<file path="src/rtl/core/vbe_pkg.sv">
package vbe_pkg;

   localparam int unsigned CharWidth = 8;
   localparam int unsigned MaxChars  = 4;
   localparam int unsigned IdxWidth  = $clog2(MaxChars);

   localparam logic [CharWidth-1:0] ChrBackslash = 8'h5C;
   localparam logic [CharWidth-1:0] ChrMeta      = 8'h4D;
   localparam logic [CharWidth-1:0] ChrCaret     = 8'h5E;
   localparam logic [CharWidth-1:0] ChrQuestion  = 8'h3F;
   localparam logic [CharWidth-1:0] ChrDash      = 8'h2D;
   localparam logic [CharWidth-1:0] ChrZero      = 8'h30;
   localparam logic [CharWidth-1:0] ChrTwo       = 8'h32;
   localparam logic [CharWidth-1:0] ChrFour      = 8'h34;

   localparam logic [CharWidth-1:0] ByteSpace    = 8'h20;
   localparam logic [CharWidth-1:0] ByteDelete   = 8'h7F;
   localparam logic [CharWidth-1:0] ByteNbsp     = 8'hA0;
   localparam logic [CharWidth-1:0] ByteTab      = 8'h09;
   localparam logic [CharWidth-1:0] ByteCr       = 8'h0D;
   localparam logic [CharWidth-1:0] CtrlOffset   = 8'h40;

   // One escape sequence: characters in order from index 0, and the
   // index of the final character.
   typedef struct packed {
      logic [MaxChars-1:0][CharWidth-1:0] chars;
      logic [IdxWidth-1:0]                last_idx;
   } seq_type;

   function automatic seq_type encode_byte(input logic [CharWidth-1:0] c,
                                           input logic                 safe_mode);
      seq_type                res;
      logic [CharWidth-1:0]   low;
      logic [CharWidth-1:0]   tail0;
      logic [CharWidth-1:0]   tail1;
      logic                   is_space;
      res      = '0;
      low      = {1'b0, c[CharWidth-2:0]};
      is_space = ((c >= ByteTab) && (c <= ByteCr)) || (c == ByteSpace);

      if (low < ByteSpace) begin
         tail0 = ChrCaret;
         tail1 = low + CtrlOffset;
      end else if (low == ByteDelete) begin
         tail0 = ChrCaret;
         tail1 = ChrQuestion;
      end else begin
         tail0 = ChrDash;
         tail1 = low;
      end

      res.chars[0] = ChrBackslash;
      if ((c > ByteSpace) && (c < ByteDelete)) begin
         res.chars[0] = c;
         res.last_idx = IdxWidth'(0);
      end else if (safe_mode && is_space) begin
         res.chars[1] = c;
         res.last_idx = IdxWidth'(1);
      end else if (c == ByteNbsp) begin
         res.chars[1] = ChrTwo;
         res.chars[2] = ChrFour;
         res.chars[3] = ChrZero;
         res.last_idx = IdxWidth'(3);
      end else if (c == ByteSpace) begin
         res.chars[1] = ChrZero;
         res.chars[2] = ChrFour;
         res.chars[3] = ChrZero;
         res.last_idx = IdxWidth'(3);
      end else if (c[CharWidth-1]) begin
         res.chars[1] = ChrMeta;
         res.chars[2] = tail0;
         res.chars[3] = tail1;
         res.last_idx = IdxWidth'(3);
      end else begin
         res.chars[1] = tail0;
         res.chars[2] = tail1;
         res.last_idx = IdxWidth'(2);
      end
      return res;
   endfunction

endpackage

</file>
<file path="src/rtl/core/vbe_req_if.sv">
interface vbe_req_if;
   logic       valid;
   logic       ready;
   logic [7:0] in_byte;

   modport source (output valid, output in_byte, input ready);
   modport sink (input valid, input in_byte, output ready);
endinterface

</file>
<file path="src/rtl/core/vbe_rsp_if.sv">
interface vbe_rsp_if;
   logic       valid;
   logic       ready;
   logic [7:0] out_char;
   logic       last;

   modport source (output valid, output out_char, output last, input ready);
   modport sink (input valid, input out_char, input last, output ready);
endinterface

</file>
<file path="src/rtl/core/vbe_csr_if.sv">
interface vbe_csr_if;
   logic valid;
   logic ready;
   logic safe_mode;

   modport source (output valid, output safe_mode, input ready);
   modport sink (input valid, input safe_mode, output ready);
endinterface

</file>
<file path="src/rtl/core/vbe_encode.sv">
module vbe_encode (
   input  logic                  clock,
   input  logic                  reset,
   input  logic                  req_valid,
   output logic                  req_ready,
   input  logic [7:0]            req_byte,
   input  logic                  safe_mode,
   output logic                  seq_valid,
   output vbe_pkg::seq_type      seq,
   input  logic                  seq_take
);

   logic       in_valid_ff;
   logic       in_valid_in;
   logic [7:0] in_byte_ff;
   logic       req_fire;

   assign req_ready = !in_valid_ff || seq_take;
   assign req_fire  = req_valid && req_ready;

   always_comb begin
      in_valid_in = in_valid_ff;
      if (req_fire) begin
         in_valid_in = 1'b1;
      end else if (seq_take) begin
         in_valid_in = 1'b0;
      end
   end

   always_ff @(posedge clock) begin
      if (reset) begin
         in_valid_ff <= 1'b0;
      end else begin
         in_valid_ff <= in_valid_in;
      end
   end

   always_ff @(posedge clock) begin
      if (req_fire) begin
         in_byte_ff <= req_byte;
      end
   end

   assign seq_valid = in_valid_ff;
   assign seq       = vbe_pkg::encode_byte(in_byte_ff, safe_mode);

endmodule

</file>
<file path="src/rtl/core/vbe_serial.sv">
module vbe_serial (
   input  logic                                  clock,
   input  logic                                  reset,
   input  logic                                  seq_valid,
   input  vbe_pkg::seq_type                      seq,
   output logic                                  seq_take,
   output logic                                  rsp_valid,
   input  logic                                  rsp_ready,
   output logic [vbe_pkg::CharWidth-1:0]         rsp_char,
   output logic                                  rsp_last
);

   vbe_pkg::seq_type                 seq_ff;
   logic                             busy_ff;
   logic                             busy_in;
   logic [vbe_pkg::IdxWidth-1:0]     idx_ff;
   logic [vbe_pkg::IdxWidth-1:0]     idx_in;
   logic                             at_last;
   logic                             rsp_fire;

   assign at_last  = (idx_ff == seq_ff.last_idx);
   assign rsp_fire = busy_ff && rsp_ready;
   // The next sequence loads as the final character of this one leaves.
   assign seq_take = seq_valid && (!busy_ff || (rsp_fire && at_last));

   always_comb begin
      busy_in = busy_ff;
      idx_in  = idx_ff;
      if (seq_take) begin
         busy_in = 1'b1;
         idx_in  = '0;
      end else if (rsp_fire) begin
         if (at_last) begin
            busy_in = 1'b0;
         end
         idx_in = idx_ff + 1'b1;
      end
   end

   always_ff @(posedge clock) begin
      if (reset) begin
         busy_ff <= 1'b0;
         idx_ff  <= '0;
      end else begin
         busy_ff <= busy_in;
         idx_ff  <= idx_in;
      end
   end

   always_ff @(posedge clock) begin
      if (seq_take) begin
         seq_ff <= seq;
      end
   end

   assign rsp_valid = busy_ff;
   assign rsp_char  = seq_ff.chars[idx_ff];
   assign rsp_last  = at_last;

endmodule

</file>
<file path="src/rtl/core/vis_byte_escape_encoder_core.sv">
// Channel   Direction  Payload                Handshake
// req_chan  in         in_byte[7:0]           valid / ready
// rsp_chan  out        out_char[7:0], last    valid / ready
// csr_chan  in         safe_mode              valid / ready (always ready)
//
// A byte yields one to four characters, one per cycle while the receiver
// is ready; the character serializer sets the rate. With the serializer
// idle, an accepted request is registered in the encode stage and then in
// the serializer before its first character is offered.
// A request is taken while the previous sequence is still being sent.
// Synchronous reset empties both stages and clears safe_mode.
// A stalled output holds its character; a stalled input holds in its register.
module vis_byte_escape_encoder_core (
   input  logic      clock,
   input  logic      reset,
   vbe_req_if.sink   req_chan,
   vbe_rsp_if.source rsp_chan,
   vbe_csr_if.sink   csr_chan
);

   logic              safe_mode_ff;
   logic              seq_valid;
   logic              seq_take;
   vbe_pkg::seq_type  seq;

   assign csr_chan.ready = 1'b1;

   always_ff @(posedge clock) begin
      if (reset) begin
         safe_mode_ff <= 1'b0;
      end else if (csr_chan.valid) begin
         safe_mode_ff <= csr_chan.safe_mode;
      end
   end

   vbe_encode u_encode (
      .clock     (clock),
      .reset     (reset),
      .req_valid (req_chan.valid),
      .req_ready (req_chan.ready),
      .req_byte  (req_chan.in_byte),
      .safe_mode (safe_mode_ff),
      .seq_valid (seq_valid),
      .seq       (seq),
      .seq_take  (seq_take)
   );

   vbe_serial u_serial (
      .clock     (clock),
      .reset     (reset),
      .seq_valid (seq_valid),
      .seq       (seq),
      .seq_take  (seq_take),
      .rsp_valid (rsp_chan.valid),
      .rsp_ready (rsp_chan.ready),
      .rsp_char  (rsp_chan.out_char),
      .rsp_last  (rsp_chan.last)
   );

endmodule

</file>
<file path="src/flat_wrapper.sv">
// flat-port wrapper written by rule: the top's interface ports become plain ports
module vis_byte_escape_encoder_core_flat 
  (clock, reset, req_chan_valid, req_chan_in_byte, req_chan_ready, rsp_chan_valid, rsp_chan_out_char, rsp_chan_last, rsp_chan_ready, csr_chan_valid, csr_chan_safe_mode, csr_chan_ready);
  vbe_req_if req_chan_i ();
  vbe_rsp_if rsp_chan_i ();
  vbe_csr_if csr_chan_i ();
  input  logic clock;
  input  logic reset;
  input wire logic [$bits(req_chan_i.valid)-1:0] req_chan_valid;
  input wire logic [$bits(req_chan_i.in_byte)-1:0] req_chan_in_byte;
  output wire logic [$bits(req_chan_i.ready)-1:0] req_chan_ready;
  output wire logic [$bits(rsp_chan_i.valid)-1:0] rsp_chan_valid;
  output wire logic [$bits(rsp_chan_i.out_char)-1:0] rsp_chan_out_char;
  output wire logic [$bits(rsp_chan_i.last)-1:0] rsp_chan_last;
  input wire logic [$bits(rsp_chan_i.ready)-1:0] rsp_chan_ready;
  input wire logic [$bits(csr_chan_i.valid)-1:0] csr_chan_valid;
  input wire logic [$bits(csr_chan_i.safe_mode)-1:0] csr_chan_safe_mode;
  output wire logic [$bits(csr_chan_i.ready)-1:0] csr_chan_ready;
  assign req_chan_i.valid = req_chan_valid;
  assign req_chan_i.in_byte = req_chan_in_byte;
  assign req_chan_ready = req_chan_i.ready;
  assign rsp_chan_valid = rsp_chan_i.valid;
  assign rsp_chan_out_char = rsp_chan_i.out_char;
  assign rsp_chan_last = rsp_chan_i.last;
  assign rsp_chan_i.ready = rsp_chan_ready;
  assign csr_chan_i.valid = csr_chan_valid;
  assign csr_chan_i.safe_mode = csr_chan_safe_mode;
  assign csr_chan_ready = csr_chan_i.ready;
  vis_byte_escape_encoder_core u_core (.clock(clock), .reset(reset), .req_chan(req_chan_i), .rsp_chan(rsp_chan_i), .csr_chan(csr_chan_i));
endmodule
</file>
<file path="config.mk">
export PLATFORM = sky130hd
export DESIGN_NAME = vis_byte_escape_encoder_core_flat
export DESIGN_NICKNAME = d
export VERILOG_FILES = /design/src/rtl/core/vbe_pkg.sv /design/src/rtl/core/vbe_req_if.sv /design/src/rtl/core/vbe_rsp_if.sv /design/src/rtl/core/vbe_csr_if.sv /design/src/rtl/core/vbe_encode.sv /design/src/rtl/core/vbe_serial.sv /design/src/rtl/core/vis_byte_escape_encoder_core.sv /design/src/flat_wrapper.sv
export SDC_FILE = /design/constraint.sdc
export NUM_CORES = 1
export LEC_CHECK = 0
export ABC_CLOCK_PERIOD_IN_PS = 5440
export CAP_MARGIN = 20
export CORE_AREA = 2 2 66 68
export DETAILED_ROUTE_END_ITERATION = 16
export DIE_AREA = 0 0 68 70
export DONT_BUFFER_PORTS = 1
export GPL_ROUTABILITY_DRIVEN = 0
export PLACE_DENSITY = 0.73
export SYNTH_ARGS = -nofsm -noshare
export SYNTH_HDL_FRONTEND = slang
export SYNTH_HIERARCHICAL = 1
export SYNTH_SLANG_ARGS = --single-unit
</file>
<file path="constraint.sdc">
create_clock -name clock -period 5.44 [get_ports clock]
set_clock_uncertainty 0.15 [all_clocks]
set_input_delay 1.088 -clock clock [delete_from_list [all_inputs] [get_ports clock]]
set_output_delay 1.088 -clock clock [all_outputs]
set_load 0.1 [all_outputs]
</file>
==> impl_metrics.toml <==
[finish]
design_area_sq_mm = 0.00229
area_growth_syn_to_layout_pct = 3.91
mostFrequentLayoutCell = "sky130_fd_sc_hd__edfxtp_1"
antenna-diode-count = 0
drive_gt1_frac = 0.169
finish.net_count = 167
finish.cell_count_without_fillers = 206
commonest_non_fill_non_tap_cells_in_the_layout = "sky130_fd_sc_hd__edfxtp_1 (42), sky130_fd_sc_hd__a21oi_1 (10), sky130_fd_sc_hd__and2_1 (8), sky130_fd_sc_hd__nor3_1 (8), sky130_fd_sc_hd__mux4_2 (8)"

[timing]
layout_setup_ws_ps = 1300
setup_tns_ps = 0
period_needed_ps = 4140
actual_transition_at_the_worst_max_transition_pin_ps = 1090
achievable-frequency_ghz = 0.241
whs_ps = 392
hold_viol_final = 0
final_max_slew_viol_count = 0
layout_worst_path_cycle_share = 0.761
grt_setup_unrepaired = "false"
setup_violations = 0
max-slew-margin-rel = 0.271

[clock_tree]
clockRootBuffer = "sky130_fd_sc_hd__clkbuf_8"
cts_max_path_buffers = 2
postCtsHoldBufs = 0
latest_clock_arrival_within_the_worst_skew_pair_ps = 290
tritoncts = "built"
cts.sinks = 47
h-tree-depth = 2
cts.repair.resized = 0
post-cts-setup-buffer-count = 0
worst_setup_hold_path_clk_slew_ps = 80
tritoncts.num_buffers = 5

[critical_path]
critical_path_class = "register to output port"
critical_path_data_required_time_ps = 4200
regToRegSetupSlack_ps = 1910
crit_path_max_incr_delay_ps = 880
critical_path_arrival_ps = 2900
regToRegEndpoint = "u_core/u_encode/in_byte_ff[3]"
timing.critical_path.cells = "xor2_1, o31ai_4, buf_4, nand2b_1"
critical-path-slowest-cell = "sky130_fd_sc_hd__nand2b_1"
critical_path.reg2reg.startpoint = "u_core/u_serial/idx_ff[0]"
critPathMaxFanout = 36
timing.critical_path.from_type = "register"
crit_path_start = "u_core/u_serial/idx_ff[0]"
worstSetupEndpointType = "output port"
worstRegToRegCells = 5

[global_routing]
grt_antenna_before_repair = 0
vias_in_the_first_global_route = 1196
grt.total_usage = 0.163
globalRouteOverflowTotal = 0
grt_start_max_net_pins = 37
grt_first_pass_wirelength_um = 5660

[synthesis]
synth-seq-cells = 47
synthesis.area_per_instance_sq_um = 14.1
ys.warnings.count = 6
post_synth_inst_count = 157
syn-cell-area_sq_mm = 0.00221
synth_cell_types = 44
synth.yosys.seq_area_share = 0.617

[place]
place.detailed.instances = 198
dpl.hpwl_um = 2340
port-buffer-count = 0
placedInstanceArea_sq_mm = 0.00220
place_ws_ps = 1520

[floorplanning]
die_h_um = 70
initial_core_util = 0.532
io_pins = 26
row_count = 24
die_width_um = 68
die-area_sq_mm = 0.00476
core_area_sq_mm = 0.00414

[flow_run]
maxCapViolCount = 0

[min_path]
hp-start = "u_core/safe_mode_ff"
timing.hold.worst.class = "register to register"
min_to = "u_core/safe_mode_ff"
worst_hold_path_depth = 2

[routing]
vias_per_cell = 5.98
drt_first_pass_iters = 4
routed_wirelength_um = 3410
wire_per_inst_um = 16.5
route.met2.wl_um = 1650
met3_wirelength_um = 200
drt-met1-wl_um = 1510
ant_nets = 0
drc = 0
routed.top_layer = "met4"
vias = 1232
detailedRoute.firstIterationViolations = 81

[status]
result_of_the_run = "completed"

[power]
power.ir.vdd_worst_mv = 0.206
static-leakage-power_nw = 0.748
cellPowerDensity_mw_per_mm2 = 333
-- synthesized netlist by cell type, drive strengths merged --
cell / number / area, sq um
clkinv: 1 / 8.76
a311oi: 1 / 8.76
and2: 8 / 50.1
nor2b: 1 / 6.26
a22o: 1 / 8.76
inv: 3 / 11.3
nand2: 6 / 22.5
or4b: 1 / 10.0
dfxtp: 5 / 100
nor3: 8 / 40.0
or3: 3 / 18.8
o21a: 1 / 15.0
nor3b: 2 / 15.0
mux2: 2 / 22.5
conb: 2 / 7.51
and3: 1 / 6.26
o41ai: 1 / 16.3
mux2i: 1 / 10.0
nand2b: 6 / 37.5
mux4: 8 / 180
buf: 11 / 88.8
a211oi: 1 / 7.51
and4: 1 / 8.76
clkbuf: 4 / 15.0
nand4: 1 / 6.26
nor4b: 1 / 8.76
xor2: 3 / 33.8
o21ai: 4 / 20.0
nand4b: 1 / 8.76
or2: 1 / 6.26
nor2: 7 / 26.3
nand3: 2 / 10.0
o22ai: 1 / 6.26
edfxtp: 42 / 1260
or4: 2 / 18.8
a21oi: 10 / 50.1
o32ai: 1 / 16.3
o31ai: 1 / 7.51
a41o: 1 / 10.0
-- how the worst max path moves through the flow --
stage	end	slack, ps	depth (start not counted)
after floorplan	req_chan_ready	520	3
after global placement	req_chan_ready	1590	4
after detailed placement	req_chan_ready	1520	4
after CTS	req_chan_ready	1200	4
after global routing	req_chan_ready	1060	4
final	req_chan_ready	1300	4
-- sequential cells by signal, indices dropped and copies added (netlist names) --
register	count
u_core/u_encode/in_byte_ff	8
u_core/u_encode/seq_valid	1
u_core/u_serial/seq_ff	34
u_core/u_serial/idx_ff	2
u_core/u_serial/rsp_valid	1
u_core/safe_mode_ff	1
-- cells by family after synthesis --
| logic type | share of synthesized area |
|---|---|
| XOR/XNOR | 0.0153 |
| buffers and inverters | 0.0562 |
| other | 0.00340 |
| AND/OR/NAND/NOR | 0.136 |
| flip-flops | 0.617 |
| AO/OA/AOI/OAI | 0.0754 |
| multiplexers | 0.0964 |
-- power by group --
group | switching [mW] | internal (mW) | total (mW)
sequential | 0.0228 | 0.424 | 0.447
combinational | 0.0841 | 0.0258 | 0.110
clock | 0.104 | 0.102 | 0.206
total | 0.211 | 0.551 | 0.763
-- layout make-up --
class                   instances  area [sq um]
clock buffers                   7          86.3
clock inverters                 1          3.75
fillers                       347          1850
inverters                       4          20.0
multi-input cells              94           748
flip-flops and latches         47          1360
well taps                      52          65.1
repair buffers                  1          7.51
-- per-layer routing --
layer,vias to the layer above,GRT usage
met4,0,0.0511
li1,576,-
met3,8,0.0515
met5,-,0
met1,603,0.230
met2,45,0.239
-- metrics by stage --
step	utilization	power [mW]
2_1_floorplan	-	0.553
3_3_place_gp	0.531	0.561
3_5_place_dp	0.531	0.566
4_1_cts	0.553	0.767
5_1_grt	0.553	0.789
6_report	0.553	0.763
-- worst max-delay path, delay by kind of cell (launching register included) --
family                 cells  cell delay [ps]
AND/OR/NAND/NOR            1              880
flip-flops                 1              770
buffers and inverters      1              420
XOR/XNOR                   1              270
AO/OA/AOI/OAI              1              260
Power figures use the tool's default switching activity.
